===== src/rtl/dtcm_pkg.sv =====
// Types and constants shared by the calibration marker and its checker.
package dtcm_pkg;

    localparam int COORD_W = 12;
    localparam int CFG_W   = 25;
    localparam int TIME_W  = 32;
    localparam int TMO_W   = 16;

    // The point index and point count fields of a result are sized for this count.
    localparam int POINT_COUNT = 4;

    localparam logic [CFG_W-1:0] MIN_DIST_RST      = 25'd10000;
    localparam logic [CFG_W-1:0] TRACK_RADIUS_RST  = 25'd9;
    localparam logic [TMO_W-1:0] TAP_TIMEOUT_RST   = 16'd500;

    typedef enum logic [1:0] {
        ACT_SPOT    = 2'd0,
        ACT_EOF     = 2'd1,
        ACT_RESTART = 2'd2
    } action_t;

    typedef enum logic [1:0] {
        REG_MIN_DIST     = 2'd0,
        REG_TRACK_RADIUS = 2'd1,
        REG_TAP_TIMEOUT  = 2'd2
    } cfg_reg_t;

    typedef enum logic [2:0] {
        TAP_READY   = 3'd0,
        TAP_DOWN1   = 3'd1,
        TAP_UP1     = 3'd2,
        TAP_DOWN2   = 3'd3,
        TAP_UP2     = 3'd4,
        TAP_TIMEOUT = 3'd5
    } tap_phase_t;

    typedef enum logic [1:0] {
        RUN_READY   = 2'd0,
        RUN_RUNNING = 2'd1,
        RUN_END     = 2'd2
    } run_phase_t;

    typedef enum logic [2:0] {
        ST_IDLE,
        ST_CLAIM,
        ST_MATCH,
        ST_NEW,
        ST_ABSENT,
        ST_ACCEPT,
        ST_SUM
    } state_t;

    typedef struct packed {
        logic [1:0]         action;
        logic [COORD_W-1:0] spot_x;
        logic [COORD_W-1:0] spot_y;
        logic [TIME_W-1:0]  now_ms;
    } cmd_t;

    typedef struct packed {
        logic               kind;
        logic [COORD_W-1:0] point_x;
        logic [COORD_W-1:0] point_y;
        logic [1:0]         point_index;
        logic [2:0]         points_done;
        logic               complete;
        logic               last;
    } res_t;

endpackage


===== src/rtl/double_tap_calibration_marker_unit.sv =====
// Top level of the double-tap calibration marker: spot buffer, tracks and sequencer.
// A spot, restart or ignored item leaves busy low; an end-of-frame item runs its
// distance tests one after another on the single shared squarer.
// Throughput: one item at a time; start is taken only while busy is low.
// Reset (rst_n, asynchronous, active low) clears points, tracks, the spot buffer and
// the run phase, and loads the register defaults; results cannot be stalled.
module double_tap_calibration_marker_unit #(
    parameter int MAX_SPOTS   = 8
) (
    input  logic                       clk,
    input  logic                       rst_n,
    input  logic                       start,
    input  dtcm_pkg::cmd_t             cmd,
    output logic                       busy,
    output logic                       result_strobe,
    output dtcm_pkg::res_t             result,
    input  logic                       cfg_we,
    input  logic [1:0]                 cfg_index,
    input  logic [dtcm_pkg::CFG_W-1:0] cfg_data
);
    import dtcm_pkg::*;

    // Index widths: SW/PW address an entry, CW/PCW also hold the full count.
    localparam int SW    = (MAX_SPOTS > 1) ? $clog2(MAX_SPOTS) : 1;
    localparam int CW    = $clog2(MAX_SPOTS + 1);
    localparam int PW    = (POINT_COUNT > 1) ? $clog2(POINT_COUNT) : 1;
    localparam int PCW   = $clog2(POINT_COUNT + 1);
    localparam int SQ_W  = 2 * COORD_W;
    localparam int DS_W  = SQ_W + 1;
    localparam int CMP_W = (DS_W > CFG_W) ? DS_W : CFG_W;
    localparam logic [1:0] DPH_LAST = 2'd2;

    // Configuration registers.
    logic [CFG_W-1:0] min_dist_reg;
    logic [CFG_W-1:0] radius_reg;
    logic [TMO_W-1:0] timeout_reg;

    // Control state.
    state_t     state_reg, state_next;
    run_phase_t run_reg, run_next;
    logic [CW-1:0]  i_reg, i_next;
    logic [CW-1:0]  j_reg, j_next;
    logic [CW-1:0]  w_reg, w_next;
    logic [PCW-1:0] k_reg, k_next;
    logic [1:0]     dph_reg, dph_next;
    logic [CW-1:0]  st_reg, st_next;
    logic [CW-1:0]  tt_reg, tt_next;
    logic [PCW-1:0] pt_reg, pt_next;
    logic           proc_reg, proc_next;
    logic           res_valid_reg, res_valid_next;
    res_t           res_reg, res_next;
    logic [TIME_W-1:0] now_reg, now_next;

    tap_phase_t phase_reg [MAX_SPOTS];
    tap_phase_t phase_next [MAX_SPOTS];
    logic [MAX_SPOTS-1:0] seen_reg, seen_next;
    logic [MAX_SPOTS-1:0] claimed_reg, claimed_next;

    // Storage without reset; every entry is written before it is read.
    logic [COORD_W-1:0] spot_x_mem [MAX_SPOTS];
    logic [COORD_W-1:0] spot_y_mem [MAX_SPOTS];
    logic [COORD_W-1:0] trk_x_mem [MAX_SPOTS];
    logic [COORD_W-1:0] trk_y_mem [MAX_SPOTS];
    logic [TIME_W-1:0]  stamp_mem [MAX_SPOTS];
    logic [COORD_W-1:0] pt_x_mem [POINT_COUNT];
    logic [COORD_W-1:0] pt_y_mem [POINT_COUNT];

    // Write controls.
    logic               spot_we;
    logic               pt_we;
    logic               trk_pos_we;
    logic               trk_stamp_we;
    logic [SW-1:0]      trk_widx;
    logic [COORD_W-1:0] trk_wx;
    logic [COORD_W-1:0] trk_wy;
    logic [TIME_W-1:0]  trk_wstamp;

    // Read ports, one address each.
    logic [SW-1:0]      iidx, jidx, widx, tidx;
    logic [PW-1:0]      kidx;
    logic [COORD_W-1:0] spot_rx, spot_ry, trk_rx, trk_ry, pt_rx, pt_ry;
    logic [TIME_W-1:0]  stamp_rd;
    tap_phase_t         phase_rd;

    // Shared distance unit.
    logic [COORD_W-1:0] a_x, a_y, b_x, b_y, dx, dy, dsel;
    logic [CFG_W-1:0]   thr;
    logic [SQ_W-1:0]    sq, sq_reg;
    logic [DS_W-1:0]    sum_reg;
    logic               dist_lt;

    // Tap machine for the track at index j.
    logic [TIME_W-1:0]  elapsed;
    logic               timed_out;
    logic               present;
    tap_phase_t         tap_ph_new;
    logic               tap_stamp_we;
    logic               tap_pos_we;

    // Loop conditions.
    logic           i_end, j_end, k_end, dist_rdy;
    logic [PCW-1:0] pt_inc;
    logic           finished;

    assign iidx = i_reg[SW-1:0];
    assign jidx = j_reg[SW-1:0];
    assign widx = w_reg[SW-1:0];
    assign tidx = tt_reg[SW-1:0];
    assign kidx = k_reg[PW-1:0];

    assign spot_rx  = spot_x_mem[iidx];
    assign spot_ry  = spot_y_mem[iidx];
    assign trk_rx   = trk_x_mem[jidx];
    assign trk_ry   = trk_y_mem[jidx];
    assign stamp_rd = stamp_mem[jidx];
    assign phase_rd = phase_reg[jidx];
    assign pt_rx    = pt_x_mem[kidx];
    assign pt_ry    = pt_y_mem[kidx];

    assign i_end    = (i_reg == st_reg);
    assign j_end    = (j_reg == tt_reg);
    assign k_end    = (k_reg == pt_reg);
    assign dist_rdy = (dph_reg == DPH_LAST);
    assign pt_inc   = pt_reg + PCW'(1);
    assign finished = (run_reg != RUN_READY) && proc_reg && (pt_reg >= PCW'(POINT_COUNT));

    assign busy          = (state_reg != ST_IDLE);
    assign result_strobe = res_valid_reg;
    assign result        = res_reg;

    // The distance unit compares a spot or track against a point or track. The one
    // squarer produces dx^2 into sq_reg and then dy^2, whose sum goes to sum_reg; the
    // last phase compares the sum against the threshold of the current pass.
    always_comb
    begin
        case (state_reg)
            ST_CLAIM:
            begin
                a_x = spot_rx;  a_y = spot_ry;
                b_x = pt_rx;    b_y = pt_ry;
                thr = min_dist_reg;
            end
            ST_MATCH:
            begin
                a_x = spot_rx;  a_y = spot_ry;
                b_x = trk_rx;   b_y = trk_ry;
                thr = radius_reg;
            end
            default:
            begin
                a_x = trk_rx;   a_y = trk_ry;
                b_x = pt_rx;    b_y = pt_ry;
                thr = min_dist_reg;
            end
        endcase
    end

    assign dx      = (a_x > b_x) ? (a_x - b_x) : (b_x - a_x);
    assign dy      = (a_y > b_y) ? (a_y - b_y) : (b_y - a_y);
    assign dsel    = (dph_reg == 2'd0) ? dx : dy;
    assign sq      = dsel * dsel;
    assign dist_lt = (CMP_W'(sum_reg) < CMP_W'(thr));

    always_ff @(posedge clk)
    begin
        if (dph_reg == 2'd0)
        begin
            sq_reg <= sq;
        end
        if (dph_reg == 2'd1)
        begin
            sum_reg <= {1'b0, sq_reg} + {1'b0, sq};
        end
    end

    // One tap step: a spot present in the matching pass, absent in the absent pass.
    // The elapsed time wraps modulo 2^32.
    assign present   = (state_reg == ST_MATCH);
    assign elapsed   = now_reg - stamp_rd;
    assign timed_out = (elapsed > TIME_W'(timeout_reg));

    always_comb
    begin
        tap_ph_new   = phase_rd;
        tap_stamp_we = 1'b0;
        tap_pos_we   = 1'b0;
        case (phase_rd)
            TAP_READY:
            begin
                if (present)
                begin
                    tap_ph_new   = TAP_DOWN1;
                    tap_stamp_we = 1'b1;
                    tap_pos_we   = 1'b1;
                end
            end
            TAP_DOWN1:
            begin
                if (!present)
                begin
                    tap_ph_new   = TAP_UP1;
                    tap_stamp_we = 1'b1;
                end
                else if (timed_out)
                begin
                    tap_ph_new = TAP_TIMEOUT;
                end
            end
            TAP_UP1:
            begin
                if (present)
                begin
                    tap_ph_new   = TAP_DOWN2;
                    tap_stamp_we = 1'b1;
                end
                else if (timed_out)
                begin
                    tap_ph_new = TAP_TIMEOUT;
                end
            end
            TAP_DOWN2:
            begin
                if (!present)
                begin
                    tap_ph_new = TAP_UP2;
                end
            end
            default:
            begin
                tap_ph_new = phase_rd;
            end
        endcase
    end

    // Sequencer next state. An end-of-frame item with neither spots nor tracks goes
    // straight to the summary, unless the run has ended.
    always_comb
    begin
        state_next = state_reg;
        unique case (state_reg)
            ST_IDLE:
            begin
                if (start && (cmd.action == ACT_EOF) && (run_reg != RUN_END))
                begin
                    if ((st_reg != '0) || (tt_reg != '0))
                    begin
                        state_next = ST_CLAIM;
                    end
                    else
                    begin
                        state_next = ST_SUM;
                    end
                end
            end
            ST_CLAIM:  if (i_end) state_next = ST_MATCH;
            ST_MATCH:  if (i_end) state_next = ST_NEW;
            ST_NEW:    if (i_end) state_next = ST_ABSENT;
            ST_ABSENT: if (j_end) state_next = ST_ACCEPT;
            ST_ACCEPT: if (j_end) state_next = ST_SUM;
            ST_SUM:    state_next = ST_IDLE;
            default:   state_next = ST_IDLE;
        endcase
    end

    // Sequencer datapath and result outputs.
    always_comb
    begin
        run_next       = run_reg;
        i_next         = i_reg;
        j_next         = j_reg;
        w_next         = w_reg;
        k_next         = k_reg;
        dph_next       = dph_reg;
        st_next        = st_reg;
        tt_next        = tt_reg;
        pt_next        = pt_reg;
        proc_next      = proc_reg;
        now_next       = now_reg;
        res_valid_next = 1'b0;
        res_next       = res_reg;
        phase_next     = phase_reg;
        seen_next      = seen_reg;
        claimed_next   = claimed_reg;
        spot_we        = 1'b0;
        pt_we          = 1'b0;
        trk_pos_we     = 1'b0;
        trk_stamp_we   = 1'b0;
        trk_widx       = jidx;
        trk_wx         = spot_rx;
        trk_wy         = spot_ry;
        trk_wstamp     = now_reg;

        unique case (state_reg)
            ST_IDLE:
            begin
                if (start)
                begin
                    case (cmd.action)
                        ACT_RESTART:
                        begin
                            run_next     = RUN_READY;
                            pt_next      = '0;
                            tt_next      = '0;
                            st_next      = '0;
                            seen_next    = '0;
                            claimed_next = '0;
                            for (int n = 0; n < MAX_SPOTS; n++)
                            begin
                                phase_next[n] = TAP_READY;
                            end
                        end
                        ACT_SPOT:
                        begin
                            if ((run_reg != RUN_END) && (st_reg < CW'(MAX_SPOTS)))
                            begin
                                spot_we = 1'b1;
                                st_next = st_reg + CW'(1);
                            end
                        end
                        ACT_EOF:
                        begin
                            if (run_reg == RUN_END)
                            begin
                                st_next = '0;
                            end
                            else
                            begin
                                now_next  = cmd.now_ms;
                                proc_next = (st_reg != '0) || (tt_reg != '0);
                                seen_next = '0;
                                i_next    = '0;
                                k_next    = '0;
                                dph_next  = '0;
                            end
                        end
                        default:
                        begin
                            run_next = run_reg;
                        end
                    endcase
                end
            end

            // Mark spots lying near an accepted point.
            ST_CLAIM:
            begin
                if (i_end)
                begin
                    i_next   = '0;
                    j_next   = '0;
                    dph_next = '0;
                end
                else if (k_end)
                begin
                    claimed_next[iidx] = 1'b0;
                    i_next = i_reg + CW'(1);
                    k_next = '0;
                end
                else if (!dist_rdy)
                begin
                    dph_next = dph_reg + 2'd1;
                end
                else
                begin
                    dph_next = '0;
                    if (dist_lt)
                    begin
                        claimed_next[iidx] = 1'b1;
                        i_next = i_reg + CW'(1);
                        k_next = '0;
                    end
                    else
                    begin
                        k_next = k_reg + PCW'(1);
                    end
                end
            end

            // Each free spot continues the first unseen track within the radius.
            ST_MATCH:
            begin
                if (i_end)
                begin
                    i_next = '0;
                end
                else if (claimed_reg[iidx] || j_end)
                begin
                    i_next = i_reg + CW'(1);
                    j_next = '0;
                end
                else if (seen_reg[jidx])
                begin
                    j_next = j_reg + CW'(1);
                end
                else if (!dist_rdy)
                begin
                    dph_next = dph_reg + 2'd1;
                end
                else
                begin
                    dph_next = '0;
                    if (dist_lt)
                    begin
                        phase_next[jidx]   = tap_ph_new;
                        seen_next[jidx]    = 1'b1;
                        trk_pos_we         = tap_pos_we;
                        trk_stamp_we       = tap_stamp_we;
                        claimed_next[iidx] = 1'b1;
                        i_next = i_reg + CW'(1);
                        j_next = '0;
                    end
                    else
                    begin
                        j_next = j_reg + CW'(1);
                    end
                end
            end

            // Remaining spots open new tracks while room remains.
            ST_NEW:
            begin
                trk_widx = tidx;
                if (i_end)
                begin
                    j_next = '0;
                end
                else if (claimed_reg[iidx] || (tt_reg >= CW'(MAX_SPOTS)))
                begin
                    i_next = i_reg + CW'(1);
                end
                else
                begin
                    trk_pos_we       = 1'b1;
                    trk_stamp_we     = 1'b1;
                    phase_next[tidx] = TAP_DOWN1;
                    seen_next[tidx]  = 1'b1;
                    tt_next = tt_reg + CW'(1);
                    i_next  = i_reg + CW'(1);
                end
            end

            // Tracks without a spot this frame take an absent step.
            ST_ABSENT:
            begin
                if (j_end)
                begin
                    j_next   = '0;
                    w_next   = '0;
                    k_next   = '0;
                    dph_next = '0;
                end
                else
                begin
                    if (!seen_reg[jidx])
                    begin
                        phase_next[jidx] = tap_ph_new;
                        seen_next[jidx]  = 1'b1;
                        trk_stamp_we     = tap_stamp_we;
                    end
                    j_next = j_reg + CW'(1);
                end
            end

            // Finished double taps far from every point become points while fewer than
            // POINT_COUNT exist; finished and timed-out tracks are removed, the rest packed down.
            ST_ACCEPT:
            begin
                trk_widx   = widx;
                trk_wx     = trk_rx;
                trk_wy     = trk_ry;
                trk_wstamp = stamp_rd;
                if (j_end)
                begin
                    for (int n = 0; n < MAX_SPOTS; n++)
                    begin
                        if (CW'(n) >= w_reg)
                        begin
                            phase_next[n] = TAP_READY;
                            seen_next[n]  = 1'b0;
                        end
                    end
                    tt_next = w_reg;
                end
                else if (phase_rd == TAP_UP2)
                begin
                    if (pt_reg >= PCW'(POINT_COUNT))
                    begin
                        j_next = j_reg + CW'(1);
                        k_next = '0;
                    end
                    else if (k_end)
                    begin
                        pt_we                = 1'b1;
                        pt_next              = pt_inc;
                        res_valid_next       = 1'b1;
                        res_next.kind        = 1'b0;
                        res_next.point_x     = trk_rx;
                        res_next.point_y     = trk_ry;
                        res_next.point_index = 2'(pt_reg);
                        res_next.points_done = 3'(pt_inc);
                        res_next.complete    = (pt_inc == PCW'(POINT_COUNT));
                        res_next.last        = 1'b0;
                        j_next = j_reg + CW'(1);
                        k_next = '0;
                    end
                    else if (!dist_rdy)
                    begin
                        dph_next = dph_reg + 2'd1;
                    end
                    else
                    begin
                        dph_next = '0;
                        if (dist_lt)
                        begin
                            j_next = j_reg + CW'(1);
                            k_next = '0;
                        end
                        else
                        begin
                            k_next = k_reg + PCW'(1);
                        end
                    end
                end
                else if (phase_rd == TAP_TIMEOUT)
                begin
                    j_next = j_reg + CW'(1);
                end
                else
                begin
                    trk_pos_we       = 1'b1;
                    trk_stamp_we     = 1'b1;
                    phase_next[widx] = phase_rd;
                    seen_next[widx]  = seen_reg[jidx];
                    w_next = w_reg + CW'(1);
                    j_next = j_reg + CW'(1);
                end
            end

            // Frame summary and run-phase update.
            ST_SUM:
            begin
                if (run_reg == RUN_READY)
                begin
                    run_next = RUN_RUNNING;
                end
                else if (finished)
                begin
                    run_next = RUN_END;
                end
                res_valid_next       = 1'b1;
                res_next.kind        = 1'b1;
                res_next.point_x     = '0;
                res_next.point_y     = '0;
                res_next.point_index = '0;
                res_next.points_done = 3'(pt_reg);
                res_next.complete    = finished;
                res_next.last        = finished;
                st_next = '0;
            end

            default:
            begin
                run_next = run_reg;
            end
        endcase
    end

    // Control registers.
    always_ff @(posedge clk or negedge rst_n)
    begin
        if (!rst_n)
        begin
            state_reg     <= ST_IDLE;
            run_reg       <= RUN_READY;
            i_reg         <= '0;
            j_reg         <= '0;
            w_reg         <= '0;
            k_reg         <= '0;
            dph_reg       <= '0;
            st_reg        <= '0;
            tt_reg        <= '0;
            pt_reg        <= '0;
            proc_reg      <= 1'b0;
            res_valid_reg <= 1'b0;
            seen_reg      <= '0;
            claimed_reg   <= '0;
            for (int n = 0; n < MAX_SPOTS; n++)
            begin
                phase_reg[n] <= TAP_READY;
            end
            min_dist_reg  <= MIN_DIST_RST;
            radius_reg    <= TRACK_RADIUS_RST;
            timeout_reg   <= TAP_TIMEOUT_RST;
        end
        else
        begin
            state_reg     <= state_next;
            run_reg       <= run_next;
            i_reg         <= i_next;
            j_reg         <= j_next;
            w_reg         <= w_next;
            k_reg         <= k_next;
            dph_reg       <= dph_next;
            st_reg        <= st_next;
            tt_reg        <= tt_next;
            pt_reg        <= pt_next;
            proc_reg      <= proc_next;
            res_valid_reg <= res_valid_next;
            seen_reg      <= seen_next;
            claimed_reg   <= claimed_next;
            phase_reg     <= phase_next;
            if (cfg_we)
            begin
                case (cfg_index)
                    REG_MIN_DIST:     min_dist_reg <= cfg_data;
                    REG_TRACK_RADIUS: radius_reg   <= cfg_data;
                    REG_TAP_TIMEOUT:  timeout_reg  <= cfg_data[TMO_W-1:0];
                    default:          timeout_reg  <= timeout_reg;
                endcase
            end
        end
    end

    // Payload registers and stores.
    always_ff @(posedge clk)
    begin
        res_reg <= res_next;
        now_reg <= now_next;
        if (spot_we)
        begin
            spot_x_mem[st_reg[SW-1:0]] <= cmd.spot_x;
            spot_y_mem[st_reg[SW-1:0]] <= cmd.spot_y;
        end
        if (pt_we)
        begin
            pt_x_mem[pt_reg[PW-1:0]] <= trk_rx;
            pt_y_mem[pt_reg[PW-1:0]] <= trk_ry;
        end
        if (trk_pos_we)
        begin
            trk_x_mem[trk_widx] <= trk_wx;
            trk_y_mem[trk_widx] <= trk_wy;
        end
        if (trk_stamp_we)
        begin
            stamp_mem[trk_widx] <= trk_wstamp;
        end
    end

endmodule


===== config.mk =====
export PLATFORM = sky130hd
export DESIGN_NAME = double_tap_calibration_marker_unit
export DESIGN_NICKNAME = d
export VERILOG_FILES = /design/src/rtl/dtcm_pkg.sv /design/src/rtl/double_tap_calibration_marker_unit.sv
export SDC_FILE = /design/constraint.sdc
export NUM_CORES = 2
export LEC_CHECK = 0
export BUFFER_PORTS_ARGS = -buffer_cell sky130_fd_sc_hd__buf_2
export CAP_MARGIN = 20
export CORE_AREA = 3 3 355 357
export DETAILED_ROUTE_END_ITERATION = 8
export DIE_AREA = 0 0 358 360
export HOLD_SLACK_MARGIN = 0.03
export RECOVER_POWER = 50
export SKIP_LAST_GASP = 1
export SLEW_MARGIN = 15
export SYNTH_ARGS = -nofsm -noshare
export SYNTH_HDL_FRONTEND = slang
export SYNTH_SLANG_ARGS = --single-unit
export TNS_END_PERCENT = 10

===== constraint.sdc =====
create_clock -name clk -period 21.5 [get_ports clk]
set_input_delay 0 -clock clk [delete_from_list [all_inputs] [get_ports clk]]
set_output_delay 0 -clock clk [all_outputs]
set_load 0.005 [all_outputs]

==> key figures <==
Die
  – I/O Pins: about 120
  – Core Area: around 0.12 sq mm
  – Die area: between 0.1 and 0.15 sq mm
  – Die width: 358 microns
  – # rows: between 100 and 150
  – Starting Density: between 30% and 40%
  – Die height: ~360 microns

Timing
  – Skew final: approximately 44 ps
  – Max Slew Vio Count: about 510
  – Slew headroom: -229%
  – Final min period: 15,440 ps
  – Endpoints failing setup: 0
  – Final TNS setup: 0 ps
  – Slew @ Worst Pin: 4930 ps
  – Final Hold Fails: 0
  – Fin crit share: about 72%
  – Max frequency: 64.8 MHz
  – Unrepaired setup endpoints after global routing: false

Hold path
  – Hold depth: 3
  – HP Class: input pin to flip-flop

Outcome
  – Failing checks: capacitance limit, slew limit
  – Outcome: complete, but fails checks

Synth
  – Synth Net Count: 4,257
  – Synthesized instance count: 3,870
  – Cell variety after synth: 82
  – Yosys warns: 0
  – Synth Cell Area: around 0.049 sq mm
  – Post-synth EDFFs: roughly 850
  – Seq cells post-synth: about 990
  – Area leader, netlist: edfxtp_1
  – Register area share after synthesis: about 60%
  – Dominant synthesized flop cell: edfxtp_1
  – Fraction of registers with async set/reset: between 10% and 20%
  – Top cell type's share of synthesized area: about half
  – Mean Syn Cell Area: 12.7 sq um
  – Top post-synthesis cells by area: edfxtp_1 (52%), dfrtp_1 (6.5%), ha_1 (5.4%), fa_1 (3.5%), a22oi_1 (3.3%)

Cells and area
  – Layout area overhead: 15.5%
  – Reg with most FFs: stamp_mem
  – Commonest non-fill, non-tap cell in the layout: edfxtp_1
  – Nets: approximately 4,500
  – Most frequent cells in the layout: edfxtp_1 (848), inv_1 (260), nand2_1 (246)
  – Largest register FFs: around 260
  – Share of cells above drive strength 1: 12.1%

Critical path
  – Slowest CP cell: clkbuf_1
  – Reg2reg path depth: 43
  – Most Frequent Cell on Critical Path: o21ai_0
  – Critical setup path kind: flip-flop to flip-flop
  – CP max FO: 45
  – Slowest stage delay, CP: between 2000 and 2500 ps
  – Cell family with most CP delay: compound AO/OA/AOI/OAI gates
  – CP bufs+invs: 6
  – Critical path depth: 43
  – Setup crit start kind: flip-flop
  – R2R setup slack: just over 6000 ps
  – Crit path capture type: flip-flop
  – WP data required: 21,960 ps
  – CP arrival: about 16,000 ps

Global routing
  – Total gr overflow: 0
  – Gr usage total: around a fifth
  – Vias in the first global route: roughly 34,000
  – Largest net degree at the start of global routing: between 70 and 80
  – Initial antenna violation count: 0
  – First-pass GRT wire length: 205 mm

CTS
  – Worst-skew pair later-pin latency: about 730 ps
  – H-tree depth: 3
  – Clk pin slew, worst setup/hold paths: approximately 60 ps
  – Number of gates resized after CTS: 0
  – Max Root-Sink Buffers: 3
  – Root buffer cell: clkbuf_16
  – CTS tree: yes
  – Sink Count: approximately 990
  – CTS buffer count: about 110

Detailed routing
  – DR pass1 iterations: 6
  – Antenna viol nets, final: 0
  – Post-Route WL: 135 mm
  – DR DRC count: 0
  – Vias per std cell: approximately 5.7
  – Via count: around 33,000
  – Avg WL per Cell: between 20 and 25 microns
  – Initial DRC count: around 3,000

Flow run
  – Max Cap Viol: 15

Placed design
  – Port Buffer Count: roughly 120
  – GPL Wtd Cong: between 0.9 and 1
  – HPWL after DPL: 86.1 mm
worst reg2reg max path, delay by kind of cell, from the launching register on:
family	cells	cell delay, ps
XOR/XNOR	1	160
flip-flops	1	740
AND/OR/NAND/NOR	8	2350
adder cells (fa/ha/maj)	8	3510
multiplexers	2	590
buffers and inverters	6	3360
AO/OA/AOI/OAI	18	4500
final timing paths:
path,startpoint,to
hold / removal,cfg_data[16],min_dist_reg[16]
hold reg to reg,radius_reg[23],radius_reg[23]
max in group asynchronous,rst_n,k_reg[0]
setup reg to reg,j_reg[0],sum_reg[24]
min in group asynchronous,rst_n,timeout_reg[6]
setup / recovery,j_reg[0],sum_reg[24]
routing by layer:
| layer | vias to the layer above | wire [microns] | GRT usage [%] |
|---|---|---|---|
| met2 | 1155 | 64300 | 34.0 |
| met4 | 0 | 5660 | 8.32 |
| met5 | - | 0 | 0 |
| li1 | 15100 | - | - |
| met1 | 16700 | 56900 | 27.5 |
| met3 | 283 | 8200 | 3.24 |
Yosys cell counts (all sizes together) (43+ instances only):
library cell / n
inv: 260
a21oi: 150
nand3: 46
a221oi: 62
mux2i: 75
ha: 213
edfxtp: 848
clkbuf: 155
mux2: 76
nand2: 246
a22o: 68
nor2: 254
o21ai: 198
xnor2: 55
nand2b: 43
fa: 85
dfrtp: 128
a22oi: 217
and3: 76
per-stage QoR:
stage,instance area [sq um],worst slack [ps],util (%),instances,hold WS [ps]
floorplan,49200,9820,-,3870,-296
global placement,52000,8440,42.2,5524,112
detailed placement,52000,8100,42.2,5524,111
CTS,57000,8060,46.3,5860,31.8
global route,56900,4740,46.1,5860,63.6
finish,56900,6060,46.1,5861,88.8
repair_timing:
action / CTS / global route
setup buffers: 0 / 0
hold buffers: 136 / 0
hold endpoints to repair: 378 / 0
cell type report:
type	instances	area, sq um
clock inverters	72	837
repair buffers	343	2480
flip-flops and latches	989	29000
multi-input cells	2431	18700
well taps	1637	2050
clock buffers	128	2790
inverters	260	976
diodes	1	2.50
fillers	11100	66500
kinds of logic (layout without fill, tap and decap cells):
group | Yosys count | after routing | synth area share [%]
xor+xnor | 87 | 87 | 1.55
simple gates | 888 | 888 | 8.84
buf+inv | 450 | 803 | 3.47
other cells | 0 | 1 | 0
compound gates | 976 | 976 | 13.7
mux | 182 | 182 | 4.68
fa+ha+maj | 298 | 298 | 8.87
flops | 989 | 989 | 58.9
Power is left out: the tool's default activity adds up to more than one toggle a clock period on the data nets, which glitch-free logic cannot reach.
